## config.mk

```make
export PLATFORM = sky130hd
export DESIGN_NAME = double_mantissa_exponent_convert
export DESIGN_NICKNAME = d
export VERILOG_FILES = /design/src/hdl/dmec_pkg.sv /design/src/hdl/double_mantissa_exponent_convert.sv
export SDC_FILE = /design/constraint.sdc
export NUM_CORES = 2
export LEC_CHECK = 0
export BUFFER_PORTS_ARGS = -buffer_cell sky130_fd_sc_hd__buf_4
export CAP_MARGIN = 20
export CORE_ASPECT_RATIO = 0.6
export CORE_MARGIN = 4
export CORE_UTILIZATION = 50
export CTS_CLUSTER_SIZE = 8
export DETAILED_ROUTE_END_ITERATION = 12
export GPL_TIMING_DRIVEN = 0
export PLACE_DENSITY = 0.74
export SETUP_SLACK_MARGIN = 0.3
export SYNTH_ARGS = -nofsm -noshare
export SYNTH_HDL_FRONTEND = slang
export SYNTH_SLANG_ARGS = --single-unit
```

## constraint.sdc

```tcl
create_clock -name clk -period 9 [get_ports clk]
set_input_delay 0.45 -clock clk [delete_from_list [all_inputs] [get_ports clk]]
set_output_delay 0.45 -clock clk [all_outputs]
set_load 0.02 [all_outputs]
```

## src/hdl/dmec_pkg.sv

```systemverilog
package dmec_pkg;

  // One input word of the converter.
  typedef struct packed {
    logic        mode;
    logic [63:0] float_in;
    logic [63:0] mantissa_in;
    logic [63:0] exponent_in;
  } dmec_in_t;

  // One result word of the converter.
  typedef struct packed {
    logic [63:0] float_out;
    logic [53:0] mantissa_out;
    logic [63:0] exponent_out;
  } dmec_out_t;

  // Configuration register indexes.
  localparam logic [1:0] REG_NAN     = 2'd0;
  localparam logic [1:0] REG_POS_INF = 2'd1;
  localparam logic [1:0] REG_NEG_INF = 2'd2;

  localparam logic [63:0] NAN_CODE_RST     = 64'h8000_0000_0000_0000;
  localparam logic [63:0] POS_INF_CODE_RST = 64'h7FFF_FFFF_FFFF_FFFF;
  localparam logic [63:0] NEG_INF_CODE_RST = 64'h8000_0000_0000_0001;

  localparam logic [63:0] INF_BITS  = 64'h7FF0_0000_0000_0000;
  localparam logic [63:0] QNAN_BITS = 64'h7FF8_0000_0000_0000;

  // Reverse-mode exponents are saturated to this magnitude before combining.
  localparam int EXP_LIMIT = 5000;

endpackage

```

## src/hdl/double_mantissa_exponent_convert.sv

```systemverilog
// A result strobes out_valid once its start has passed v1_r, v2_r, v3_r and v4_r.
// Throughput: one word per cycle; busy is never raised, since the four-stage
// pipeline always advances and the receiver cannot stall.
// Reset (rst_n low, synchronous) empties the pipeline and returns the three
// code registers to their reset values.
module double_mantissa_exponent_convert import dmec_pkg::*; (
  input  logic        clk,
  input  logic        rst_n,
  input  logic        start,
  output logic        busy,
  input  dmec_in_t    in_data,
  output logic        out_valid,
  output dmec_out_t   out_data,
  input  logic        cfg_valid,
  output logic        cfg_ready,
  input  logic [1:0]  cfg_index,
  input  logic [63:0] cfg_data
);

  logic [63:0] nan_code_r, pos_inf_code_r, neg_inf_code_r;

  assign busy      = 1'b0;
  assign cfg_ready = 1'b1;

  // Configuration registers.
  always_ff @(posedge clk) begin
    if (!rst_n) begin
      nan_code_r     <= NAN_CODE_RST;
      pos_inf_code_r <= POS_INF_CODE_RST;
      neg_inf_code_r <= NEG_INF_CODE_RST;
    end else if (cfg_valid) begin
      case (cfg_index)
        REG_NAN:     nan_code_r     <= cfg_data;
        REG_POS_INF: pos_inf_code_r <= cfg_data;
        REG_NEG_INF: neg_inf_code_r <= cfg_data;
        default: ;
      endcase
    end
  end

  // ---------------------------------------------------------------- stage 1
  // Decode the float, take the magnitude of the mantissa and saturate the
  // exponent. Specials of both modes are resolved here.
  logic        v1_r, mode1_r, neg1_r, spec1_r;
  logic [63:0] mag1_r;      // forward: significand; reverse: |mantissa|
  logic [13:0] e1_r;        // signed exponent, forward or saturated
  logic [63:0] spec_f1_r, spec_e1_r;

  logic        s1_neg, s1_spec;
  logic [63:0] s1_mag, s1_spec_f, s1_spec_e;
  logic [13:0] s1_e;
  logic [10:0] s1_bexp;
  logic [51:0] s1_frac;
  logic signed [63:0] s1_ein;

  always_comb begin
    s1_bexp   = in_data.float_in[62:52];
    s1_frac   = in_data.float_in[51:0];
    s1_ein    = $signed(in_data.exponent_in);
    s1_spec   = 1'b0;
    s1_spec_f = '0;
    s1_spec_e = '0;
    s1_neg    = 1'b0;
    s1_mag    = '0;
    s1_e      = '0;
    if (!in_data.mode) begin
      s1_neg = in_data.float_in[63];
      if (s1_bexp == 11'h7FF) begin
        s1_spec   = 1'b1;
        s1_spec_e = (s1_frac != '0) ? nan_code_r :
                    (s1_neg ? neg_inf_code_r : pos_inf_code_r);
      end else if (s1_bexp == '0 && s1_frac == '0) begin
        s1_spec = 1'b1;
      end else if (s1_bexp == '0) begin
        s1_mag = {12'd0, s1_frac};
        s1_e   = -14'sd1074;
      end else begin
        s1_mag = {11'd0, 1'b1, s1_frac};
        s1_e   = 14'({3'd0, s1_bexp}) - 14'sd1075;
      end
    end else begin
      s1_neg = in_data.mantissa_in[63];
      s1_mag = s1_neg ? (64'd0 - in_data.mantissa_in) : in_data.mantissa_in;
      if (in_data.mantissa_in == '0) begin
        s1_spec = 1'b1;
        if (in_data.exponent_in == '0)              s1_spec_f = '0;
        else if (in_data.exponent_in == pos_inf_code_r) s1_spec_f = INF_BITS;
        else if (in_data.exponent_in == neg_inf_code_r) s1_spec_f = {1'b1, INF_BITS[62:0]};
        else                                        s1_spec_f = QNAN_BITS;
      end
      if (s1_ein > 64'(EXP_LIMIT))       s1_e = 14'(EXP_LIMIT);
      else if (s1_ein < -64'(EXP_LIMIT)) s1_e = -14'(EXP_LIMIT);
      else                               s1_e = s1_ein[13:0];
    end
  end

  always_ff @(posedge clk) begin
    if (!rst_n) v1_r <= 1'b0;
    else        v1_r <= start;
    mode1_r   <= in_data.mode;
    neg1_r    <= s1_neg;
    spec1_r   <= s1_spec;
    mag1_r    <= s1_mag;
    e1_r      <= s1_e;
    spec_f1_r <= s1_spec_f;
    spec_e1_r <= s1_spec_e;
  end

  // ---------------------------------------------------------------- stage 2
  // Find the most significant set bit (reverse) and count the trailing zeros (forward) of the
  // magnitude, and register the shift plans.
  logic        v2_r, mode2_r, neg2_r, spec2_r;
  logic [63:0] mag2_r, spec_f2_r, spec_e2_r;
  logic [13:0] e2_r;
  logic [5:0]  msb2_r, tz2_r;

  logic [5:0] s2_msb, s2_tz;
  always_comb begin
    s2_msb = '0;
    for (int i = 0; i < 64; i++) if (mag1_r[i]) s2_msb = 6'(i);
    s2_tz = '0;
    for (int i = 63; i >= 0; i--) if (mag1_r[i]) s2_tz = 6'(i);
  end

  always_ff @(posedge clk) begin
    if (!rst_n) v2_r <= 1'b0;
    else        v2_r <= v1_r;
    mode2_r   <= mode1_r;
    neg2_r    <= neg1_r;
    spec2_r   <= spec1_r;
    mag2_r    <= mag1_r;
    e2_r      <= e1_r;
    msb2_r    <= s2_msb;
    tz2_r     <= s2_tz;
    spec_f2_r <= spec_f1_r;
    spec_e2_r <= spec_e1_r;
  end

  // ---------------------------------------------------------------- stage 3
  // Forward: strip trailing zeros. Reverse: place the result lsb, shift and
  // gather the round and sticky information.
  logic        v3_r, mode3_r, neg3_r, spec3_r, ovf3_r, rnd3_r;
  logic [63:0] spec_f3_r, spec_e3_r;
  logic [53:0] q3_r;        // forward: odd significand; reverse: truncated q
  logic [13:0] e3_r;        // forward: exponent; reverse: lsb

  logic [13:0] s3_top, s3_lsb, s3_drop;
  logic [53:0] s3_q;
  logic        s3_rnd, s3_half, s3_sticky, s3_ovf;
  logic [127:0] s3_wide;

  always_comb begin
    s3_top    = 14'({8'd0, msb2_r}) + e2_r;
    s3_ovf    = $signed(s3_top) > 14'sd1023;
    s3_lsb    = ($signed(s3_top - 14'sd52) < -14'sd1074) ? -14'sd1074 : s3_top - 14'sd52;
    s3_drop   = s3_lsb - e2_r;
    s3_q      = '0;
    s3_rnd    = 1'b0;
    s3_half   = 1'b0;
    s3_sticky = 1'b0;
    s3_wide   = '0;
    if (!mode2_r) begin
      s3_q   = 54'(mag2_r >> tz2_r);
      s3_lsb = e2_r + 14'({8'd0, tz2_r});
    end else if ($signed(s3_drop) <= 0) begin
      s3_q = 54'(mag2_r << 6'(-s3_drop));
    end else if ($signed(s3_drop) < 14'sd65) begin
      // Drop is 1..64: split magnitude into kept and dropped bits.
      s3_wide   = {mag2_r, 64'd0} >> s3_drop[6:0];
      s3_q      = 54'(s3_wide[127:64]);
      s3_half   = s3_wide[63];
      s3_sticky = s3_wide[62:0] != '0;
      s3_rnd    = s3_half && (s3_sticky || s3_q[0]);
    end
  end

  always_ff @(posedge clk) begin
    if (!rst_n) v3_r <= 1'b0;
    else        v3_r <= v2_r;
    mode3_r   <= mode2_r;
    neg3_r    <= neg2_r;
    spec3_r   <= spec2_r;
    ovf3_r    <= s3_ovf;
    rnd3_r    <= s3_rnd;
    q3_r      <= s3_q;
    e3_r      <= s3_lsb;
    spec_f3_r <= spec_f2_r;
    spec_e3_r <= spec_e2_r;
  end

  // ---------------------------------------------------------------- stage 4
  // Reverse: round, renormalise and pack. Forward: apply the sign and emit mantissa and exponent.
  logic        v4_r;
  dmec_out_t   out4_r, s4_out;
  logic [54:0] s4_q;
  logic [13:0] s4_lsb, s4_biased;

  always_comb begin
    s4_out    = '0;
    s4_q      = {1'b0, q3_r} + 55'(rnd3_r);
    s4_lsb    = e3_r;
    s4_biased = '0;
    if (!mode3_r) begin
      if (spec3_r) s4_out.exponent_out = spec_e3_r;
      else begin
        s4_out.mantissa_out = neg3_r ? (54'd0 - q3_r) : q3_r;
        s4_out.exponent_out = 64'($signed(e3_r));
      end
    end else if (spec3_r) begin
      s4_out.float_out = spec_f3_r;
    end else if (ovf3_r) begin
      s4_out.float_out = {neg3_r, INF_BITS[62:0]};
    end else begin
      if (s4_q[53]) begin
        s4_q   = s4_q >> 1;
        s4_lsb = s4_lsb + 14'sd1;
      end
      if (s4_q[52]) begin
        s4_biased = s4_lsb + 14'sd1075;
        if ($signed(s4_biased) >= 14'sd2047)
          s4_out.float_out = {neg3_r, INF_BITS[62:0]};
        else
          s4_out.float_out = {neg3_r, s4_biased[10:0], s4_q[51:0]};
      end else begin
        s4_out.float_out = {neg3_r, 11'd0, s4_q[51:0]};
      end
    end
  end

  always_ff @(posedge clk) begin
    if (!rst_n) v4_r <= 1'b0;
    else        v4_r <= v3_r;
    out4_r <= s4_out;
  end

  assign out_valid = v4_r;
  assign out_data  = out4_r;

  // Every accepted word must leave as a result strobe at the end of the pipeline.
  a_latency: assert property (@(posedge clk) disable iff (!rst_n)
    start |-> ##4 out_valid) else $error("result strobe missing");
  // No strobe appears without a valid word in stage 3 ahead of it.
  a_no_spurious: assert property (@(posedge clk) disable iff (!rst_n)
    out_valid |-> $past(v3_r)) else $error("spurious result");
  // A forward result never carries a float pattern.
  a_fwd_clean: assert property (@(posedge clk) disable iff (!rst_n)
    (v4_r && !$past(mode3_r)) |-> out_data.float_out == '0)
    else $error("forward result has float bits");

endmodule
```

Word-level counts from Yosys, hierarchy flattened
Cells that the tools add are included.
Widths: inputs -> output; s select.
{ "word_totals": {"register_bits": 1009, "inputBits": 263, "out_inout_bits": 185, "word_cells": 269} }
{ "op_classes": {"magnitude_cmp": 7, "addsub": 11, "eq_ne": 5, "n_reduce_logical": 28, "muxes": 164, "shifts": 3, "bitwise_logic": 5} }
{ "ops": {"columns": ["op", "count"], "rows": [
  ["$mux 64", 7],
  ["$mux 6", 62],
  ["$mux 53", 7],
  ["$mux 63", 4],
  ["$mux 54", 4],
  ["$mux 14", 12],
  ["$mux 5", 32],
  ["$eq 64x64->1", 2],
  ["$logic_not 64->1", 2],
  ["$shr 128x7->118", 1],
  ["$gt 64x14->1 const B", 1],
  ["$lt 64x14->1 const B", 1],
  ["$mux 4", 16],
  ["$reduce_or 32->1", 2],
  ["$shl 64x6->54", 1],
  ["$shr 64x6->54", 1],
  ["$sub 1x64->64 const A", 1],
  ["$reduce_bool 63->1", 1],
  ["$add 54x1->54", 1],
  ["$sub 1x54->54 const A", 1],
  ["$logic_not 52->1", 1],
  ["$reduce_bool 52->1", 1],
  ["$reduce_or 16->1", 2],
  ["$mux 3", 8],
  ["other kinds (28)", 52]
]} }

Longest topological paths before layout
{ "depth": {"ltp_word": 63, "ltp_mapped": 36, "depth_no_buf": 30} }

Worst setup path before layout
Ideal clock, no wire load.
{ "synth_timing": {"kind": "register -> register", "start": "register e2_r[0]", "end": "register rnd3_r", "setup_time_ps": 122, "stages_incl_launch_ff": 35, "n_path_buf": 5, "path_slack_ps": 922, "synth_period_minus_slack_ps": 8078, "required_ps": 8878, "arrival_time_ps": 7956, "path_cell_list": "dfxtp_1 > ha_1 > fa_1 > a21oi_1 > nor2_1 > nor2_1 > o21bai_1 > a21oi_1 > xnor2_1 > a21boi_0 > and2_1 > nand2_1 > a22oi_1 > xnor2_1 > a2111o_1 > ha_1 > buf_2 > inv_1 > clkbuf_1 > nand2_1 > ha_1 > clkbuf_1 > xor2_1 > clkbuf_1 > clkbuf_1 > mux4_2 > mux2i_1 > mux2i_1 > o211ai_1 > nand4_1 > nor4_1 > a21oi_1 > nand3b_1 > a221o_1 > o311a_1"} }
{ "synth_between": {"elab_chain_cells": 9, "word_cells_on_any_way": 13, "classes_between": "3 x add/sub; 3 x order compare; 1 x shift; 1 x mux; 1 x bitwise; 4 x reduce/logical"} }
{ "synth_rtl": {"columns": ["item", "line", "text"], "rows": [
  ["start: declaration", "double_mantissa_exponent_convert.sv:114", "logic [13:0] e2_r;"],
  ["start signal: assignment", "double_mantissa_exponent_convert.sv:132", "e2_r <= e1_r;"],
  ["$add 6x14->14", "double_mantissa_exponent_convert.sv:153", "s3_top = 14'({8'd0, msb2_r}) + e2_r;"],
  ["$sub 14x6->14", "double_mantissa_exponent_convert.sv:155", "s3_lsb = ($signed(s3_top - 14'sd52) < -14'sd1074) ? -14'sd1074 : s3_top - 14'sd52;"],
  ["$lt 14x12->1", "double_mantissa_exponent_convert.sv:155", null],
  ["$mux 14", "double_mantissa_exponent_convert.sv:155", null],
  ["$sub 14x14->14 *", "double_mantissa_exponent_convert.sv:156", "s3_drop = s3_lsb - e2_r;"],
  ["$shr 128x7->118", "double_mantissa_exponent_convert.sv:169", "s3_wide = {mag2_r, 64'd0} >> s3_drop[6:0];"],
  ["$reduce_bool 63->1", "double_mantissa_exponent_convert.sv:172", "s3_sticky = s3_wide[62:0] != '0;"],
  ["$logic_or 1x1->1", "double_mantissa_exponent_convert.sv:173", "s3_rnd = s3_half && (s3_sticky || s3_q[0]);"],
  ["$logic_and 1x1->1", "double_mantissa_exponent_convert.sv:173", null],
  ["end signal: assignment", "double_mantissa_exponent_convert.sv:184", "rnd3_r <= s3_rnd;"],
  ["end: declaration", "double_mantissa_exponent_convert.sv:142", "logic v3_r, mode3_r, neg3_r, spec3_r, ovf3_r, rnd3_r;"]
]} }
Every way passes the cells marked *; elsewhere a longest branch is shown, timed or not.
A chain may end at the register's enable or synchronous reset.

Final worst setup path
Ends and elaborated chain as after synthesis.

==> impl_results.md <==
- Status: finished clean
- Synth async-reset ratio: 0%
- Static leakage: 22.50 nW
- Core area: 0.08987 mm²
- CTS tree: yes
- ANT nets after route: 0
- Yosys reg bits: 826
- Total gr overflow: 0
- Drt pass-1 iters: 8
- GP Congestion: 1.176
- Routing usage on met2: 53.54%
- Crit-path max FO: 10
- Synthesized area per cell: 8.346 µm²
- Final setup fails: 0
- Post-synth EDFFs: 0
- Starting DRT DRC Count: between 8k and 9k
- Global-route wire length before repair: between 300,000 and 400,000 µm
- Most common cell after layout, fill and taps aside: nand2_1
- Layout net count: roughly 6.5k
- Achievable Freq: 114.9 MHz
- Initial antenna violation count: 16
- Min-delay worst type: in2reg
- Met1 GRT Util: 66.54%
- Yosys warnings: 0
- Initial Util: 50.51%
- Clock sink count: 826
- Crit start category: flop
- Fin crit share: 96.67%
- Clock-pin slew on the worst setup and hold paths: 0.05 ns
- Layout cells sized above 1: between 10 and 15%
- VDD IR max: 0.2359 mV
- Row Count: 85
- Main flop type after synthesis: dfxtp_1
- Hold Slack: 0.02059 ns
- Num ports: ~450
- PD cells: 366.4 mW/mm²
- Layout Cells excl Fill: 7,396
- Clock skew: 0.07936 ns
- Synth unique cells: between 80 and 90
- Pins Over Slew Limit: 0
- Drt wl/cell: 31.03 µm
- Mapped Area: 0.04539 mm²
- Rel. slew slack: 9.543%
- Overall Global Routing Usage: 45.48%
- Switch share: 50.42%
- Drt via density: 6.631
- Reg power frac: 22.2%
- Worst endpoint required time: 9.57 ns
- Final Cell Area: 0.05563 mm²
- Synth Instances: 5,439
- Final core utilization: 61.90%
- Internal power: 10.10 mW
- Critical Path AT: roughly 9 ns
- Sequential area share after synthesis: 36.43%
- Die area: 0.09583 mm²
- Clock power share: 19.2%
- Setup repair after global routing missed its margin: false
- Placed Cells: around 7.1k
- Fill cells: 7,713
- Kind of critical path: reg2reg
- Area contributors post-synth: dfxtp_1, mux2i_1, nand2_1, mux4_2, xor2_1
- P_sw: around 10 mW
- DR DRC count: 0
- H-tree depth: 3
- Crit-path max cell delay: 0.71 ns
- I/O Buffers: 440
- Later-pin clock latency in the skew report: 0.76 ns
- Final Critical Period: 8.701 ns
- Met3 Resource Use GR: between 20% and 30%
- Crit. End Element: flop
- Area leader, netlist: dfxtp_1
- CTS buffer count: 114
- Hold Vio Cnt, Final: 0
- HPWL after DPL: roughly 180,000 µm
- Die height: 241.4 µm
- GR peak layer: met1
- Yosys top cell area share: 36.43%
- Actual slew at the worst max-slew pin: 1.357 ns
- CP max stage cell: mux2i_1
- Largest net degree at the start of global routing: 20
- Vias in the first global route: around 44k
- Syn Nets: between 5k and 6k
- Most frequent cells in the layout: nand2_1, dfxtp_1, buf_4, mux2i_1, nor2_1
- Total number of vias: between 40k and 50k
- Wirelength, routed: between 200,000 and 250,000 µm
- Die width: 397.0 µm
- Max cap viols: 0
- Syn-to-layout area delta: 22.54%
- Power share of the combinational group: about three fifths
- Placed cell area: 0.05034 mm²
- Root Driver: clkbuf_16
- Clk buf depth: 3
through the flow:
stage	setup TNS (ns)	power, mW	setup slack (ns)
floorplan	0	10.61	0.9221
global placement	-95.00	14.88	-2.750
detailed placement	-72.96	14.85	-1.972
CTS	0	19.16	0.3315
global route	0	20.62	0.2697
finish	0	20.38	0.2994
metal layers:
layer,vias to the layer above,wire length [µm]
met5,-,751
met4,14,6011
met3,480,46000
met2,4312,79670
met1,23560,97090
li1,20680,-
state kept, by name (all words and copies together), names as in the netlist, 3 cells and up:
| signal | flops |
|---|---|
| e1_r | 14 |
| e2_r | 14 |
| e3_r | 14 |
| mag1_r | 64 |
| mag2_r | 64 |
| msb2_r | 6 |
| nan_code_r | 64 |
| neg_inf_code_r | 64 |
| out_data | 182 |
| pos_inf_code_r | 64 |
| q3_r | 54 |
| spec_e1_r | 64 |
| spec_e2_r | 64 |
| spec_e3_r | 64 |
| spec_f1_r | 3 |
| spec_f2_r | 3 |
| spec_f3_r | 3 |
| tz2_r | 6 |
worst paths after layout:
| kind | from | endpoint | slack [ns] | depth (start not counted) |
|---|---|---|---|---|
| setup / recovery | e2_r[0]$_DFF_P_ | rnd3_r$_SDFF_PP0_ | 0.30 | 31 |
| hold / removal | in_data[187] | e1_r[7]$_DFF_P_ | 0.02 | 4 |
| setup reg to reg | e2_r[0]$_DFF_P_ | rnd3_r$_SDFF_PP0_ | 0.30 | 31 |
| hold reg to reg | spec_f1_r[61]$_SDFF_PP0_ | spec_f2_r[62]$_DFF_P_ | 0.29 | 0 |
layout make-up:
type	instances	area (µm²)	share of cell area [%]
multi-input cells	4131	27570	49.56
flip-flops and latches	826	16540	29.73
repair buffers	593	4806	8.640
clock buffers	117	2884	5.185
plain buffers	392	1689	3.037
well taps	1218	1524	2.740
inverters	90	340.3	0.6118
clock inverters	9	226.5	0.4071
diodes	20	50.05	0.08997
cells by family after synthesis:
family | share of synthesized area [%]
AO/OA/AOI/OAI | 16.27
adder cells (fa/ha/maj) | 1.180
XOR/XNOR | 7.023
other | 0.01654
flip-flops | 36.43
AND/OR/NAND/NOR | 19.72
buffers and inverters | 4.085
multiplexers | 15.28
what timing repair did:
| action | in CTS | in global routing |
|---|---|---|
| endpoints found under the setup margin | 55 | 55 |
| pin swaps | 7 | 11 |
| hold endpoints to repair | 214 | 0 |
| resized for setup | 146 | 91 |
| buffers inserted | 8 | 13 |
| hold buffers | 117 | 0 |
synthesized netlist by cell type, types with 9 or more instances:
master and n:
nand3_1 176, a21boi_0 140, a21o_1 11, or3_1 36
o31a_1 12, nor3_1 62, nand4_1 83, o221ai_1 36
a221o_1 11, a211oi_1 116, o21bai_1 14, mux2i_1 450
nor2_1 415, nand2b_1 14, dfxtp_1 826, nand2_1 989
o21a_1 11, buf_1 58, mux2_2 18, inv_1 84
nand3b_1 9, xnor2_1 153, a21oi_1 293, xor2_1 211
and3_1 26, o31ai_1 51, o22ai_1 27, nor2b_1 26
o211ai_1 58, buf_2 24, or2_2 18, nor4_1 81
ha_1 38, o21ai_0 222, and2_1 30, a31oi_1 54
mux4_2 99, clkbuf_1 307, or4_1 21
worst max-delay path, delay by kind of cell (launching register included):
family	cells	cell delay [ns]
AOI/OAI and AO/OA	9	2.43
xor gates and xnor gates	1	0.19
adders and majority gates	4	1.54
buffers and inverters	6	1.48
DFF	1	0.38
muxes	2	0.95
and+or+nand+nor	9	1.55
power by group through the flow:
stage | combinational, mW | sequential (mW) | clock (mW)
floorplan | 6.16 | 4.45 | 0
global placement | 10.4 | 4.51 | 0
detailed placement | 10.3 | 4.52 | 0
CTS | 10.8 | 4.46 | 3.90
global route | 12.1 | 4.51 | 4.05
finish | 12.0 | 4.52 | 3.91
Power figures use the tool's default switching activity.
